File: config.mk
export PLATFORM = sky130hd
export DESIGN_NAME = nvme_chunked_io_queue_issuer
export DESIGN_NICKNAME = d
export VERILOG_FILES = /design/src/rtl/nci_pkg.sv /design/src/rtl/nvme_chunked_io_queue_issuer.sv /design/src/rtl/nci_engine.sv
export SDC_FILE = /design/constraint.sdc
export NUM_CORES = 1
export LEC_CHECK = 0
export BUFFER_PORTS_ARGS = -buffer_cell sky130_fd_sc_hd__buf_4
export CORE_MARGIN = 2
export CORE_UTILIZATION = 53
export DETAILED_ROUTE_END_ITERATION = 8
export PLACE_DENSITY = 0.76
export SYNTH_ARGS = -nofsm -noshare
export SYNTH_HDL_FRONTEND = slang
export SYNTH_SLANG_ARGS = --single-unit
File: constraint.sdc
create_clock -name clk -period 17.6 [get_ports clk]
set_input_delay 1.76 -clock clk [delete_from_list [all_inputs] [get_ports clk]]
set_output_delay 1.76 -clock clk [all_outputs]
set_load 0.1 [all_outputs]
File: src/rtl/nci_pkg.sv
// Package for the NVMe chunked I/O queue issuer: codes, defaults, item and result types.
// No dependencies.
package nci_pkg;

  localparam int DEFAULT_QUEUE_DEPTH   = 32;
  localparam int DEFAULT_CHUNK_SECTORS = 8;

  localparam int SECTOR_SHIFT  = 9;
  localparam int CQE_PHASE_BIT = 16;
  localparam int CQE_SC_LSB    = 17;
  localparam int CQE_SC_MSB    = 27;

  localparam logic OP_REQUEST    = 1'b0;
  localparam logic OP_COMPLETION = 1'b1;

  localparam logic [1:0] KIND_ISSUE  = 2'd0;
  localparam logic [1:0] KIND_DONE   = 2'd1;
  localparam logic [1:0] KIND_FAIL   = 2'd2;
  localparam logic [1:0] KIND_REJECT = 2'd3;

  localparam logic [1:0] OPC_NONE  = 2'd0;
  localparam logic [1:0] OPC_WRITE = 2'd1;
  localparam logic [1:0] OPC_READ  = 2'd2;

  localparam logic REG_NAMESPACE_SECTORS = 1'b0;
  localparam logic REG_DEVICE_PRESENT    = 1'b1;

  typedef struct packed {
    logic        op;
    logic [63:0] start_sector;
    logic [31:0] byte_count;
    logic        is_write;
    logic [31:0] cqe_status_word;
  } nci_item_t;

  typedef struct packed {
    logic [1:0]  kind;
    logic [1:0]  opcode;
    logic [15:0] command_id;
    logic [4:0]  sq_slot;
    logic [4:0]  sq_doorbell;
    logic [63:0] start_lba;
    logic [2:0]  blocks_minus_one;
    logic        cq_doorbell_valid;
    logic [4:0]  cq_doorbell;
    logic [10:0] status_code;
  } nci_result_t;

endpackage

File: src/rtl/nvme_chunked_io_queue_issuer.sv
// Host side of one NVMe I/O queue pair: checks transfer requests, splits them into
// chunks and issues one command at a time, consuming completions by phase. Accepts one
// transaction per clock while the output side does not stall; each result passes through
// the input register, then the result register, before it reaches the output ports. The
// queue pair state is updated by the step logic between the two registers, so back-to-back
// transactions see each other's effect. No clearing pass after reset. Depends on nci_pkg
// and nci_engine.
module nvme_chunked_io_queue_issuer import nci_pkg::*; #(
  parameter int QUEUE_DEPTH   = DEFAULT_QUEUE_DEPTH,
  parameter int CHUNK_SECTORS = DEFAULT_CHUNK_SECTORS
) (
  input  logic        clk,
  input  logic        rst,

  input  logic        cfg_write,
  input  logic        cfg_index,
  input  logic [63:0] cfg_data,

  input  logic        in_valid,
  output logic        in_stall,
  input  logic        op,
  input  logic [63:0] start_sector,
  input  logic [31:0] byte_count,
  input  logic        is_write,
  input  logic [31:0] cqe_status_word,

  output logic        out_valid,
  input  logic        out_stall,
  output logic [1:0]  kind,
  output logic [1:0]  opcode,
  output logic [15:0] command_id,
  output logic [4:0]  sq_slot,
  output logic [4:0]  sq_doorbell,
  output logic [63:0] start_lba,
  output logic [2:0]  blocks_minus_one,
  output logic        cq_doorbell_valid,
  output logic [4:0]  cq_doorbell,
  output logic [10:0] status_code
);

  logic [63:0] namespace_sectors;
  logic        device_present;

  logic        s1_valid;
  nci_item_t   s1_item;
  nci_result_t out_res;

  logic        out_free;
  logic        fire;
  logic        accept;
  nci_result_t step_res;
  logic        step_has_result;

  assign out_free = !out_valid || !out_stall;
  assign fire     = s1_valid && out_free;
  assign in_stall = s1_valid && !out_free;
  assign accept   = in_valid && !in_stall;

  always_ff @(posedge clk) begin
    if (rst) begin
      namespace_sectors <= '0;
      device_present    <= 1'b0;
    end else if (cfg_write) begin
      unique case (cfg_index)
        REG_NAMESPACE_SECTORS: namespace_sectors <= cfg_data;
        REG_DEVICE_PRESENT:    device_present    <= cfg_data[0];
        default: ;
      endcase
    end
  end

  always_ff @(posedge clk) begin
    if (rst) begin
      s1_valid <= 1'b0;
    end else if (accept) begin
      s1_valid <= 1'b1;
    end else if (fire) begin
      s1_valid <= 1'b0;
    end
    if (accept) begin
      s1_item.op              <= op;
      s1_item.start_sector    <= start_sector;
      s1_item.byte_count      <= byte_count;
      s1_item.is_write        <= is_write;
      s1_item.cqe_status_word <= cqe_status_word;
    end
  end

  nci_engine #(
    .QUEUE_DEPTH   (QUEUE_DEPTH),
    .CHUNK_SECTORS (CHUNK_SECTORS)
  ) u_engine (
    .clk               (clk),
    .rst               (rst),
    .fire              (fire),
    .item              (s1_item),
    .namespace_sectors (namespace_sectors),
    .device_present    (device_present),
    .res               (step_res),
    .has_result        (step_has_result)
  );

  always_ff @(posedge clk) begin
    if (rst) begin
      out_valid <= 1'b0;
    end else if (out_free) begin
      out_valid <= fire && step_has_result;
    end
    if (fire && step_has_result) begin
      out_res <= step_res;
    end
  end

  assign kind              = out_res.kind;
  assign opcode            = out_res.opcode;
  assign command_id        = out_res.command_id;
  assign sq_slot           = out_res.sq_slot;
  assign sq_doorbell       = out_res.sq_doorbell;
  assign start_lba         = out_res.start_lba;
  assign blocks_minus_one  = out_res.blocks_minus_one;
  assign cq_doorbell_valid = out_res.cq_doorbell_valid;
  assign cq_doorbell       = out_res.cq_doorbell;
  assign status_code       = out_res.status_code;

endmodule

File: src/rtl/nci_engine.sv
// Queue pair state and per-transaction step logic: request check, chunking, completion intake.
// Depends on nci_pkg.
module nci_engine import nci_pkg::*; #(
  parameter int QUEUE_DEPTH   = DEFAULT_QUEUE_DEPTH,
  parameter int CHUNK_SECTORS = DEFAULT_CHUNK_SECTORS
) (
  input  logic        clk,
  input  logic        rst,
  input  logic        fire,
  input  nci_item_t   item,
  input  logic [63:0] namespace_sectors,
  input  logic        device_present,
  output nci_result_t res,
  output logic        has_result
);

  localparam int QW = $clog2(QUEUE_DEPTH);
  localparam int CW = $clog2(CHUNK_SECTORS + 1);
  localparam int SW = 32 - SECTOR_SHIFT;

  logic [15:0]   next_command_id, next_command_id_next;
  logic [QW-1:0] sq_tail, sq_tail_next;
  logic [QW-1:0] cq_head, cq_head_next;
  logic          expected_phase, expected_phase_next;
  logic          busy, busy_next;
  logic          write_mode, write_mode_next;
  logic [63:0]   next_lba, next_lba_next;
  logic [SW-1:0] sectors_left, sectors_left_next;
  logic [CW-1:0] chunk_blocks, chunk_blocks_next;

  logic [SW-1:0] req_sectors;
  logic [63:0]   req_sectors_wide;
  logic          req_bad;
  logic          cqe_new;
  logic [10:0]   code;
  logic [QW-1:0] head_inc, tail_inc;
  logic [63:0]   lba_adv;
  logic [SW-1:0] sl_adv;
  logic          last_chunk;
  logic          do_issue;
  logic [SW-1:0] iss_sectors;
  logic [63:0]   iss_lba;
  logic          iss_write;
  logic [CW-1:0] iss_blocks;

  assign req_sectors      = item.byte_count[31:SECTOR_SHIFT];
  assign req_sectors_wide = 64'(req_sectors);
  assign req_bad = busy || !device_present || (item.byte_count == '0)
                || (item.byte_count[SECTOR_SHIFT-1:0] != '0)
                || (req_sectors_wide > namespace_sectors)
                || (item.start_sector > namespace_sectors - req_sectors_wide);

  assign cqe_new  = busy && (item.cqe_status_word[CQE_PHASE_BIT] == expected_phase);
  assign code     = item.cqe_status_word[CQE_SC_MSB:CQE_SC_LSB];
  assign head_inc = (cq_head == QW'(QUEUE_DEPTH - 1)) ? '0 : cq_head + QW'(1);
  assign tail_inc = (sq_tail == QW'(QUEUE_DEPTH - 1)) ? '0 : sq_tail + QW'(1);

  assign lba_adv    = next_lba + 64'(chunk_blocks);
  assign sl_adv     = sectors_left - SW'(chunk_blocks);
  assign last_chunk = (sl_adv == '0) || (chunk_blocks == '0);

  assign iss_sectors = (item.op == OP_REQUEST) ? req_sectors : sl_adv;
  assign iss_lba     = (item.op == OP_REQUEST) ? item.start_sector : lba_adv;
  assign iss_write   = (item.op == OP_REQUEST) ? item.is_write : write_mode;
  assign iss_blocks  = (iss_sectors > SW'(CHUNK_SECTORS)) ? CW'(CHUNK_SECTORS)
                                                          : iss_sectors[CW-1:0];

  always_comb begin
    res                  = '0;
    has_result           = 1'b0;
    do_issue             = 1'b0;
    next_command_id_next = next_command_id;
    sq_tail_next         = sq_tail;
    cq_head_next         = cq_head;
    expected_phase_next  = expected_phase;
    busy_next            = busy;
    write_mode_next      = write_mode;
    next_lba_next        = next_lba;
    sectors_left_next    = sectors_left;
    chunk_blocks_next    = chunk_blocks;

    unique case (item.op)
      OP_REQUEST: begin
        has_result = 1'b1;
        if (req_bad) begin
          res.kind = KIND_REJECT;
        end else begin
          busy_next       = 1'b1;
          write_mode_next = item.is_write;
          do_issue        = 1'b1;
        end
      end
      OP_COMPLETION: begin
        if (cqe_new) begin
          has_result            = 1'b1;
          cq_head_next          = head_inc;
          if (head_inc == '0) begin
            expected_phase_next = ~expected_phase;
          end
          res.cq_doorbell_valid = 1'b1;
          res.cq_doorbell       = 5'(head_inc);
          res.status_code       = code;
          if (code != '0) begin
            busy_next = 1'b0;
            res.kind  = KIND_FAIL;
          end else if (last_chunk) begin
            busy_next         = 1'b0;
            next_lba_next     = lba_adv;
            sectors_left_next = '0;
            res.kind          = KIND_DONE;
          end else begin
            do_issue = 1'b1;
          end
        end
      end
      default: ;
    endcase

    if (do_issue) begin
      res.kind             = KIND_ISSUE;
      res.opcode           = iss_write ? OPC_WRITE : OPC_READ;
      res.command_id       = next_command_id;
      res.sq_slot          = 5'(sq_tail);
      res.sq_doorbell      = 5'(tail_inc);
      res.start_lba        = iss_lba;
      res.blocks_minus_one = 3'(iss_blocks - CW'(1));
      next_lba_next        = iss_lba;
      sectors_left_next    = iss_sectors;
      chunk_blocks_next    = iss_blocks;
      sq_tail_next         = tail_inc;
      next_command_id_next = next_command_id + 16'd1;
    end
  end

  always_ff @(posedge clk) begin
    if (rst) begin
      next_command_id <= 16'd1;
      sq_tail         <= '0;
      cq_head         <= '0;
      expected_phase  <= 1'b1;
      busy            <= 1'b0;
      write_mode      <= 1'b0;
      next_lba        <= '0;
      sectors_left    <= '0;
      chunk_blocks    <= '0;
    end else if (fire) begin
      next_command_id <= next_command_id_next;
      sq_tail         <= sq_tail_next;
      cq_head         <= cq_head_next;
      expected_phase  <= expected_phase_next;
      busy            <= busy_next;
      write_mode      <= write_mode_next;
      next_lba        <= next_lba_next;
      sectors_left    <= sectors_left_next;
      chunk_blocks    <= chunk_blocks_next;
    end
  end

endmodule

Word level (Yosys, flattened, before mapping)
Cells that the tools add are included.

word-level totals
  register bits = 427
  output and inout bits = 116
  word-level logic and storage cells = 122
  input bits = 200

operators by class
  $add $sub $neg = 7
  order comparisons = 3
  eq/ne operators = 7
  muxes and demuxes = 37
  reductions and logical operators = 36
  bitwise gates (word level) = 4

operator list
  cell                                                             number
  2-to-1 mux 64 bit                                                6
  2-to-1 mux 23 bit                                                6
  adder 64 x 4 -> 64 bit                                           1
  greater-than comparator 23 x 64 -> 1 bit                         1
  greater-than comparator 64 bit                                   1
  subtractor 64 x 23 -> 64 bit                                     1
  zero test 32 bit                                                 1
  greater-than comparator 23 x 4 -> 1 bit (second input constant)  1
  zero test 23 bit                                                 1
  subtractor 23 x 4 -> 23 bit                                      1
  2-to-1 mux 17 bit                                                1
  adder 16 x 1 -> 16 bit (second input constant)                   1
  2-to-1 mux 1 bit                                                 13
  nonzero test 11 bit                                              1
  adder 5 x 1 -> 5 bit (second input constant)                     2
  == test 5 bit (second input constant)                            2
  2-to-1 mux 5 bit                                                 2
  nonzero test 9 bit                                               1
  2-to-1 mux 2 bit                                                 4
  AND reduction 2 bit                                              4
  AND reduction 4 bit                                              2
  nonzero test 2 bit                                               4
  logical OR 1 bit                                                 7
  case mux 1 bit (2 select lines)                                  3
  other kinds (14)                                                 27

Logic depth before layout (Yosys ltp)
  depth in word-level cells = 10
  mapped depth = 28
  depth with buffers taken out = 25

Hierarchy
Synthesis repeated with hierarchy kept, for this count alone.

unflattened totals
  cells, all modules = 2,469
  area total of the unflattened synthesis = 24,151.9 um2

by module, submodules not included
  module                        cells each  area an instance (um2)  instances  sequential area each (um2)
  nci_engine                    1,917       13,469.2                1          2,402.3
  nvme_chunked_io_queue_issuer  552         10,682.7                1          8,668.3

Least setup slack after synthesis
No wires, ideal clock.

  path type = input to register
  start = input out_stall
  end = register out_res, in the netlist blocks_minus_one[0], enable pin
  stages = 4
  setup time = 626 ps
  data arrival time = 7,763 ps
  required time = 16,974 ps
  path slack = 9,212 ps
  path buffers = 1
  cells stage by stage = nand2_1 nand2_1 clkbuf_1 a21oi_1

between the ends
  word-level cells in the longest chain between the ends = 4

RTL lines
  item                  RTL line                             text
  start, declared       nvme_chunked_io_queue_issuer.sv:28   input logic out_stall,
  zero test 1 bit       nvme_chunked_io_queue_issuer.sv:54   assign out_free = !out_valid || !out_stall;
  logical OR 1 bit      nvme_chunked_io_queue_issuer.sv:54
  logical AND 1 bit     nvme_chunked_io_queue_issuer.sv:55   assign fire = s1_valid && out_free;
  logical AND 1 bit     nvme_chunked_io_queue_issuer.sv:109  if (fire && step_has_result) begin
  end signal, assigned  nvme_chunked_io_queue_issuer.sv:110  out_res <= step_res;
  end, declared         nvme_chunked_io_queue_issuer.sv:46   nci_result_t out_res;

Every way passes these cells.
A chain may end at the register's enable or synchronous reset.

Worst setup path in the final report
  start = register s1_item[43] in the netlist's numbering
  end = register u_engine.next_lba[6]

between the ends
  word-level cells in the longest chain between the ends = 9
  elaborated cells between the ends (all ways) = 16
  those cells by class = add/sub (1); order compare (2); eq/ne (1); mux (3); reduce/logical (9)

RTL lines
  item                                                                                          RTL line                            text
  start, declared                                                                               nvme_chunked_io_queue_issuer.sv:45  nci_item_t s1_item;
  parallel branches: the longest is 4 deep, another holds subtractor 64 x 23 -> 64 bit          --
  logical OR 1 bit (*)                                                                          nci_engine.sv:51                    || (item.start_sector > namespace_sectors - req_sectors_wide);
  2-to-1 mux 1 bit (*)                                                                          nci_engine.sv:85                    if (req_bad) begin
  case mux 1 bit (2 select lines) (*)                                                           nci_engine.sv:82                    unique case (item.op)
  inequality test 2 x 1 -> 1 bit (no source line) / nonzero test 2 bit (equally long branches)  --
  AND reduction 5 bit (no source line)                                                          --
  end signal, assigned                                                                          nci_engine.sv:153                   next_lba <= next_lba_next;
  end, declared                                                                                 nci_engine.sv:27                    logic [63:0] next_lba, next_lba_next;

Every way passes the cells marked *.

==> impl_metrics.yaml <==
hold_path:
  whs_path_depth: 2
  min_to: "namespace_sectors[11]"
  hold_class: "register to register"
  hold_start: "namespace_sectors[11]"
cts:
  post-cts-setup-buffers: 0
  cts_root_buf: "clkbuf_16"
  numCtsBuffers: 47
  cts-resized-gates: 0
  cts_hold_buf: 0
  clk_pin_slew_worst_paths_ns: 0.07
  cts_tree: "yes"
  cts_sinks: 411
  htree_levels: 2
  cts.path.max_buffers: 3
  clk_latency_ns: 0.58
layout:
  antennaDiodeCount: 0
  fin_util_pct: 63.92
  area_growth_syn_to_layout_pct: 18.70
  multi_input_area_um2: 10820
  fin_nets: 2857
  final_cells: 3123
  fillers: 3289
  drive_gt1_share_pct: 16.63
  seqCellArea_um2: 10470
yosys:
  ys_seq_elements: 411
  synth-seq-area-share_pct: 47.51
  synth_ff_type: "edfxtp_1"
  synth_top_area_cell: "edfxtp_1"
  ys_async_sr_fraction_pct: 0
  yosysMostFrequentCell: "nand2_1"
  ys_types: 89
  syn_area_um2: 22040
  synth_edf_count: 224
  netlist_top_cells_area: "edfxtp_1 31%, dfxtp_1 17%, ha_1 5.7%"
  syn_nets: 2639
  ys_warn_count: 0
  synthCells: 2335
  synthTopCellsByCount: "278 x nand2_1, 224 x edfxtp_1, 223 x a21oi_1"
  syn_avg_cell_area_um2: 9.438
  synth_top_area_share_pct: 30.52
floorplanning:
  initial_core_util_pct: 53.85
  rows: 74
  die_area_um2: 43230
  core_area_um2: 40920
  die_w_um: 207.9
  io_pins: 316
  die_h_um: 207.9
route:
  drc_errors: 0
  vias: 19040
  avgRoutedWirePerCell_um: 21.22
  wirelength_mm: 66.29
  drtIter0Drc: 2031
  antenna_left: 0
  first_pass_iters: 6
  viasPerCell: 6.097
placement:
  port_buffers: 295
  routabilityCongestion: 0.9139
  dp_cells: 3036
  dpl.hpwl_mm: 48.00
  pre_cts_slack_ns: 8.597
timing:
  hold_viol: 0
  drv_slew: 0
  rsz0062_at_grt: "no"
  tightestPinTransition_ns: 1.250
  fmax_mhz: 108.8
  fin_skew_ns: 0.01724
  fin_crit_sh_pct: 52.20
  fin_tns_setup_ns: 0
  maxSlewHeadroom_pct: 16.50
  fin_ws_ns: 8.412
  min_period_ns: 9.188
  finalSetupViolCount: 0
global_routing:
  antenna_found_initial: 0
  grt_max_degree: 96
  overflow: 0
  grt_pass1_vias: 18280
  grt_usage_pct: 29.73
  grt_pass1_wl_mm: 101.6
pwr:
  leakagePower_nw: 9.768
  power_w: 0.002387
  powerDensity_nw_per_um2: 91.27
  peakVddDrop_mv: 0.07123
critical_path:
  criticalPathCategory: "register to register"
  reg2reg_depth: 23
  rr_startpoint: "s1_item[43]"
  worstSetupEndpointType: "register"
  crit_fanout: 24
  start_kind: "register"
  r2r_slack_ns: 8.41
  r2r_end: "u_engine.next_lba[6]"
  worstPathArrival_ns: 9.68
  cp.required_ns: 18.09
outcome:
  run_status: "finished clean"
flow_run:
  drv_cap: 0
-- worst max-delay path by stage --
stage | start | end | slack (ns) | cells after the start
3_3_place_gp | s1_item[43] | u_engine.sectors_left[16] | 8.82 | 22
5_1_grt | s1_item[43] | u_engine.next_command_id[6] | 7.87 | 22
2_1_floorplan | out_stall | blocks_minus_one[0] | 9.21 | 4
6_report | s1_item[43] | u_engine.next_lba[6] | 8.41 | 23
4_1_cts | s1_item[43] | u_engine.next_lba[6] | 8.58 | 23
3_5_place_dp | s1_item[43] | u_engine.next_lba[5] | 8.60 | 23
-- registers in the layout (all words and copies together), names as in the netlist, 11 cells and up --
signal                    cells
status_code                  11
namespace_sectors            64
start_lba                    64
s1_item                     110
u_engine.sectors_left        23
command_id                   16
u_engine.next_lba            64
u_engine.next_command_id     16
-- critical path, cell delays in order (launching register included) --
cell and delay [ns]:
edfxtp_1 0.49, inv_1 0.15, ha_1 0.25, nor2b_1 0.13
o21ai_0 0.20, a21boi_0 0.16, o21ai_0 0.43, o31ai_1 0.23
o211a_1 0.33, a211oi_1 0.85, and2_1 0.48, nand3b_1 0.15
xor2_1 0.20, ha_1 0.34, nand4_1 0.10, nor4_1 0.61
nand4_1 0.38, nor4_1 0.76, o211ai_1 0.18, buf_4 0.24
a221oi_4 0.45, nand2b_2 0.68, nand2_1 0.87, o21ai_0 0.41
-- kinds of logic (layout without fill, tap and decap cells) --
family                   count (synthesis)  in the layout  share of synthesized area, %
buffers and inverters                  203            459                         3.673
flip-flops                             411            411                         47.51
multiplexers                            25             25                         1.164
AND/OR/NAND/NOR                        884            884                         19.54
AO/OA/AOI/OAI                          561            561                         16.27
XOR/XNOR                               147            147                         5.842
adder cells (fa/ha/maj)                104            104                         6.007
-- stage by stage --
step | hold WS, ns | instance area [µm²]
finish | 0.4609 | 26160
global route | 0.4810 | 26160
global placement | 0.4470 | 24520
floorplan | 0.4316 | 22040
detailed placement | 0.4540 | 24520
CTS | 0.4642 | 26160
-- layout by cell type (no fill, tap or decap), types with 63 or more instances in the layout --
cell type	count
a211oi_1	65
a21oi_1	222
buf_4	311
dfxtp_1	187
edfxtp_1	224
ha_1	101
nand2_1	278
nand3_1	84
nor2_1	183
nor3_1	68
o21ai_0	74
xnor2_1	84
xor2_1	63
-- per-layer routing --
metal	global-route usage [%]	vias up	wire (µm)
met4	9.954	0	2014
met2	46.98	840	30230
met1	41.33	9079	28400
met3	5.434	135	5645
met5	0	-	0
li1	-	8986	-
-- cell type report --
class / instances / share of cell area (%)
Clock inverter: 29 / 1.134
Clock buffer: 58 / 5.127
Inverter: 61 / 0.8753
Sequential cell: 411 / 40.02
Multi-Input combinational cell: 1721 / 41.37
Timing Repair Buffer: 311 / 8.925
Tap cell: 532 / 2.545
-- report_power, final --
group,leakage [nW],internal (W),switching [W]
sequential,3.62,0.00104,0.0000348
combinational,5.35,0.000105,0.000185
clock,0.797,0.000606,0.000414
Note: power is estimated with default switching activity, not from simulation.
